$ cat src/rtl/dds_step_pulse_generator_defines.svh
// assertion macros used by the rtl
`ifndef DDS_STEP_PULSE_GENERATOR_DEFINES_SVH
`define DDS_STEP_PULSE_GENERATOR_DEFINES_SVH

// clocked check, disabled while reset is asserted
`define DSPG_ASSERT(lbl, prop, msg) \
    lbl: assert property (@(posedge clk) disable iff (!rst_n) prop) else $error(msg);

// implication whose consequent is checked in the cycle after the antecedent
`define DSPG_ASSERT_NEXT(lbl, ante, cons, msg) \
    lbl: assert property (@(posedge clk) disable iff (!rst_n) (ante) |=> (cons)) \
        else $error(msg);

`endif

$ cat src/rtl/dspg_pkg.sv
package dspg_pkg;

    localparam int STEP_BIT_DEFAULT  = 22;
    localparam int FRAC_BITS_DEFAULT = 16;

    localparam int CMD_W   = 32;
    localparam int SCALE_W = 32;
    localparam int ACC_W   = 32;
    localparam int POS_W   = 32;

    localparam logic [SCALE_W-1:0] RATE_SCALE_RESET = SCALE_W'(27487790);

endpackage

$ cat src/rtl/dds_step_pulse_generator.sv
// an accepted input transaction is held in the stage 1 register, then in the stage 2 output register
// throughput: one transaction per cycle while out_stall is low; the multiply sits in the first stage and the
// accumulator add and step decision in the second, where the state lives
// reset: rst_n asynchronous active low; clears accumulator and position, direction forward,
// rate_scale back to its default, both pipeline stages empty
`include "dds_step_pulse_generator_defines.svh"

module dds_step_pulse_generator
    import dspg_pkg::*;
#(
    parameter int STEP_BIT  = STEP_BIT_DEFAULT,
    parameter int FRAC_BITS = FRAC_BITS_DEFAULT
)
(
    input  logic                     clk,
    input  logic                     rst_n,

    input  logic                     rate_scale_wr,
    input  logic [SCALE_W-1:0]       rate_scale_data,

    input  logic                     in_valid,
    output logic                     in_stall,
    input  logic signed [CMD_W-1:0]  freq_command,
    input  logic                     joint_enabled,

    output logic                     out_valid,
    input  logic                     out_stall,
    output logic                     step_pulse,
    output logic                     direction,
    output logic signed [POS_W-1:0]  position
);

    localparam int PROD_W = CMD_W + SCALE_W + 1;

    logic [SCALE_W-1:0]       rate_scale_reg;

    logic                     s1_valid_reg;
    logic                     s1_valid_next;
    logic                     s1_en_reg;
    logic [ACC_W-1:0]         s1_inc_reg;
    logic [ACC_W-1:0]         s1_inc_next;

    logic                     out_valid_reg;
    logic                     pulse_reg;
    logic                     pulse_next;
    logic                     forward_reg;
    logic                     forward_next;
    logic [ACC_W-1:0]         accum_reg;
    logic [ACC_W-1:0]         accum_next;
    logic [POS_W-1:0]         count_reg;
    logic [POS_W-1:0]         count_next;

    logic                     advance;
    logic                     s1_load;
    logic signed [PROD_W-1:0] product;
    logic [ACC_W-1:0]         accum_sum;
    logic                     inc_forward;
    logic                     flipped;

    // output side moves when empty or taken
    assign advance  = !out_valid_reg || !out_stall;
    assign s1_load  = !s1_valid_reg || advance;
    assign in_stall = !s1_load;

    always_ff @(posedge clk or negedge rst_n)
    begin
        if (!rst_n)
        begin
            rate_scale_reg <= RATE_SCALE_RESET;
        end
        else if (rate_scale_wr)
        begin
            rate_scale_reg <= rate_scale_data;
        end
    end

    // stage 1: signed command times unsigned scale, floor shift, keep 32 bits
    always_comb
    begin
        product       = $signed(freq_command) * $signed({1'b0, rate_scale_reg});
        s1_inc_next   = product[FRAC_BITS+ACC_W-1:FRAC_BITS];
        s1_valid_next = s1_valid_reg;
        if (s1_load)
        begin
            s1_valid_next = in_valid;
        end
    end

    always_ff @(posedge clk or negedge rst_n)
    begin
        if (!rst_n)
        begin
            s1_valid_reg <= 1'b0;
        end
        else
        begin
            s1_valid_reg <= s1_valid_next;
        end
    end

    always_ff @(posedge clk)
    begin
        if (s1_load && in_valid)
        begin
            s1_inc_reg <= s1_inc_next;
            s1_en_reg  <= joint_enabled;
        end
    end

    // stage 2: accumulator, direction and step decision
    assign accum_sum   = accum_reg + s1_inc_reg;
    assign inc_forward = (s1_inc_reg != '0) && !s1_inc_reg[ACC_W-1];
    assign flipped     = accum_sum[STEP_BIT] ^ accum_reg[STEP_BIT];

    always_comb
    begin
        pulse_next   = pulse_reg;
        forward_next = forward_reg;
        accum_next   = accum_reg;
        count_next   = count_reg;
        if (advance && s1_valid_reg)
        begin
            pulse_next = 1'b0;
            if (s1_en_reg)
            begin
                accum_next = accum_sum;
                // a direction change eats the step of this tick
                if (inc_forward != forward_reg)
                begin
                    forward_next = inc_forward;
                end
                else if (flipped)
                begin
                    pulse_next = 1'b1;
                    count_next = inc_forward ? count_reg + POS_W'(1) : count_reg - POS_W'(1);
                end
            end
        end
    end

    always_ff @(posedge clk or negedge rst_n)
    begin
        if (!rst_n)
        begin
            out_valid_reg <= 1'b0;
            pulse_reg     <= 1'b0;
            forward_reg   <= 1'b1;
            accum_reg     <= '0;
            count_reg     <= '0;
        end
        else
        begin
            if (advance)
            begin
                out_valid_reg <= s1_valid_reg;
            end
            pulse_reg   <= pulse_next;
            forward_reg <= forward_next;
            accum_reg   <= accum_next;
            count_reg   <= count_next;
        end
    end

    assign out_valid  = out_valid_reg;
    assign step_pulse = pulse_reg;
    assign direction  = forward_reg;
    assign position   = $signed(count_reg);

    `DSPG_ASSERT(a_stall_only_when_full, in_stall |-> s1_valid_reg, "input stalled with empty stage")
    `DSPG_ASSERT_NEXT(a_disabled_holds, advance && s1_valid_reg && !s1_en_reg,
        !pulse_reg && $stable(count_reg) && $stable(accum_reg), "disabled tick changed state")
    `DSPG_ASSERT_NEXT(a_dir_change_no_step,
        advance && s1_valid_reg && s1_en_reg && (inc_forward != forward_reg),
        !pulse_reg && $stable(count_reg), "step taken on a direction change")
    `DSPG_ASSERT_NEXT(a_pulse_moves_count, advance && s1_valid_reg,
        pulse_reg == (count_reg != $past(count_reg)), "pulse and position out of step")

endmodule

$ cat config.mk
export PLATFORM = sky130hd
export DESIGN_NAME = dds_step_pulse_generator
export DESIGN_NICKNAME = d
export VERILOG_FILES = /design/src/rtl/dspg_pkg.sv /design/src/rtl/dds_step_pulse_generator.sv
export VERILOG_INCLUDE_DIRS = /design/src /design/src/rtl
export SDC_FILE = /design/constraint.sdc
export NUM_CORES = 2
export LEC_CHECK = 0
export ABC_CLOCK_PERIOD_IN_PS = 7650
export BUFFER_PORTS_ARGS = -buffer_cell sky130_fd_sc_hd__buf_4
export CAP_MARGIN = 20
export CORE_ASPECT_RATIO = 1.75
export CORE_MARGIN = 4
export CORE_UTILIZATION = 39
export CTS_BUF_LIST = sky130_fd_sc_hd__clkbuf_16
export DETAILED_ROUTE_END_ITERATION = 10
export PLACE_DENSITY_LB_ADDON = 0.15
export SYNTH_ARGS = -nofsm -noshare
export SYNTH_HDL_FRONTEND = slang
export SYNTH_SLANG_ARGS = --single-unit
export TNS_END_PERCENT = 100
$ cat constraint.sdc
create_clock -name clk -period 7.65 [get_ports clk]
set_input_delay 1.53 -clock clk [delete_from_list [all_inputs] [get_ports clk]]
set_output_delay 1.53 -clock clk [all_outputs]
set_load 0.05 [all_outputs]
==> results.ini <==
[critical_path]
slowest_stage = fa_2
cp_slowest_stage_delay_ns = 0.68
critPathArrivalTime_ns = 8.04
reg2reg_slack_ns = 0.17
cp-end-kind = flop
r2r-end = s1_inc_reg[22]
cp.required_ns = 7.91
cp_max_fo = 11
startpoint_type = input port
reg2reg_depth = 25
critPathKind = in2reg
r2r_start = rate_scale_reg[16]
crit_top_cell = fa_1

[finish]
nets = 4978
nFillCells = 8688
stdcell_count = 5058
final_common_cell = inv_1
final_cell_mix = inv_1, fa_1, and2_1
drive_above_1_share_pct = 16.9
syn_to_final_growth_pct = 15.5

[place]
routabilityCongestion = 0.913
dp_hpwl_mm = 94.1
dp.cells = 5013
dp_slack_ns = -0.880
io_buffer_count = 105

[global_routing]
grt_first_pass_wirelength_mm = 165
grt_max_degree = 55
grt-ovfl-total = 0
grt_usage_pct = 23.8
antenna_found_initial = 1
grt_pass1_vias = 28600

[run]
cap_violations = 0

[route]
drt_iter0_markers = 857
wirelength_mm = 109
vias = 25200
wl_per_cell_um = 21.6
vias_per_cell = 4.98
drcViolationCount = 0
postRouteAntennaNets = 0
firstDrtPassIters = 6

[floorplanning]
dieArea_um2 = 94100
die_y_um = 403
fp.dieW_um = 234
ios = 106
core_area_um2 = 88300
start_util_pct = 39.4
rows = 144

[synthesis]
synth.ff_latch_count = 123
syn_nets = 4726
syn_area_um2 = 34800
synth_edf_count = 33
ys.flop_type = dfrtp_1
ys_seq_area_share_pct = 9.39
synth_warnings = 0
avgSynthCellArea_um2 = 9.59
synth_cell_types = 64
syn_inst = 3624
synthArstFlopShare_pct = 73.2

[timing]
post-route-min-period_ns = 7.78
holdWs_ns = 0.477
maxSlewViolCount = 0
fmax_mhz = 129
setup_viol = 10
finalHoldViolCount = 0
worstMarginPinSlew_ns = 0.832
period_share_pct = 102
relSlewSlack_pct = 44.5
rsz0062_at_grt = true
fin_tns_setup_ns = -0.913
finClkSkew_ns = 0.0120
layout_setup_ws_ns = -0.129

[min_path]
worstHoldPathCells = 1
whs_endpoint = step_pulse
hold_path_class = reg2reg
holdCritStartpoint = step_pulse

[outcome]
status = finished, violations left
violations = negative setup slack

[clocking]
clk_latency_ns = 0.52
clk_path_buf_depth = 2
holdBufCountCts = 0
cts_inserted_buffers = 17
htreeDepth = 4
tritoncts = done
root_buffer = clkbuf_16
clk_pin_slew_ns = 0.06
clock_sinks = 123

through the flow:
stage	cell area [um2]	utilization [%]
global placement	38900	44.0
floorplan	35100	-
finish	40200	45.5
global route	40200	45.5
CTS	39900	45.2
detailed placement	38900	44.0
logic make-up after synthesis:
kind of cell	share of synthesized area [%]
and+or+nand+nor	16.2
adders and majority gates	54.0
buffers and inverters	10.7
AOI/OAI and AO/OA	4.71
DFF	9.39
xor gates and xnor gates	2.70
muxes	2.25
cell type report:
type                    count  area, um2  share of cell area [%]
repair buffers            413       3510                    8.74
flip-flops and latches    123       3260                    8.12
clock buffers              17        425                    1.06
clock inverters            15        163                   0.405
diodes                      1       2.50                 0.00623
inverters                 805       3020                    7.52
multi-input cells        2516      28300                    70.5
well taps                1168       1460                    3.64
timing repair:
action                     CTS  global route
pin swaps                   67            40
resized for setup           97            51
buffers inserted             8             6
setup endpoints to repair   23            25
cloned                       1             1
worst max-delay path by stage:
stage / start / to / slack, ns / depth (start not counted)
3_3_place_gp: freq_command[2] / s1_inc_reg[26] / -0.89 / 26
3_5_place_dp: freq_command[2] / s1_inc_reg[26] / -0.88 / 26
4_1_cts: freq_command[7] / s1_inc_reg[25] / -0.09 / 23
6_report: freq_command[17] / s1_inc_reg[18] / -0.13 / 26
2_1_floorplan: freq_command[8] / s1_inc_reg[26] / -0.11 / 21
5_1_grt: freq_command[5] / s1_inc_reg[31] / -0.26 / 25
worst max-delay path: cells and delay by family:
kind	cells	cell delay, ns
compound gates	6	0.88
xor+xnor	1	0.15
fa+ha+maj	9	4.52
buf+inv	8	0.72
simple gates	2	0.20
routing by layer:
layer  track usage (%)  part of all wire [%]  up-vias
met5                 0                     0        -
met4              18.9                   9.8        0
met3              2.24                   2.3      310
met2              46.5                    58      516
met1              21.8                    30    13100
li1                  -                     -    11200
synth_stat cells (3+ instances only):
| cell | number | area, um2 |
|---|---|---|
| ha_1 | 250 | 3130 |
| or3_1 | 5 | 31.3 |
| inv_1 | 805 | 3020 |
| dfstp_2 | 15 | 394 |
| nand2b_1 | 16 | 100 |
| nor3_1 | 17 | 85.1 |
| mux2_4 | 22 | 330 |
| xor2_1 | 33 | 289 |
| a211o_1 | 6 | 52.6 |
| and3_1 | 8 | 50.1 |
| nor4_1 | 11 | 68.8 |
| nor2_1 | 38 | 143 |
| nand2_1 | 391 | 1470 |
| nand4_1 | 7 | 43.8 |
| a221oi_1 | 4 | 35.0 |
| a31o_2 | 6 | 52.6 |
| o31ai_1 | 6 | 45.0 |
| a31oi_1 | 3 | 18.8 |
| and2_1 | 551 | 3450 |
| buf_1 | 3 | 11.3 |
| dfrtp_1 | 75 | 1880 |
| mux2_2 | 40 | 450 |
| nor2b_1 | 5 | 31.3 |
| xnor2_1 | 74 | 648 |
| nand3_1 | 13 | 65.1 |
| a21oi_1 | 68 | 340 |
| a21o_1 | 33 | 248 |
| o211ai_1 | 6 | 45.0 |
| a211oi_1 | 7 | 52.6 |
| o21a_1 | 12 | 90.1 |
| o21bai_1 | 13 | 97.6 |
| o21ai_1 | 4 | 20.0 |
| fa_1 | 782 | 15700 |
| clkbuf_1 | 173 | 649 |
| o21ai_0 | 47 | 235 |
| o311ai_0 | 3 | 26.3 |
| and4_1 | 3 | 26.3 |
| edfxtp_1 | 33 | 991 |
Power is not shown: default switching activity piles up to over one toggle a cycle in this logic, so the estimate is an artifact.
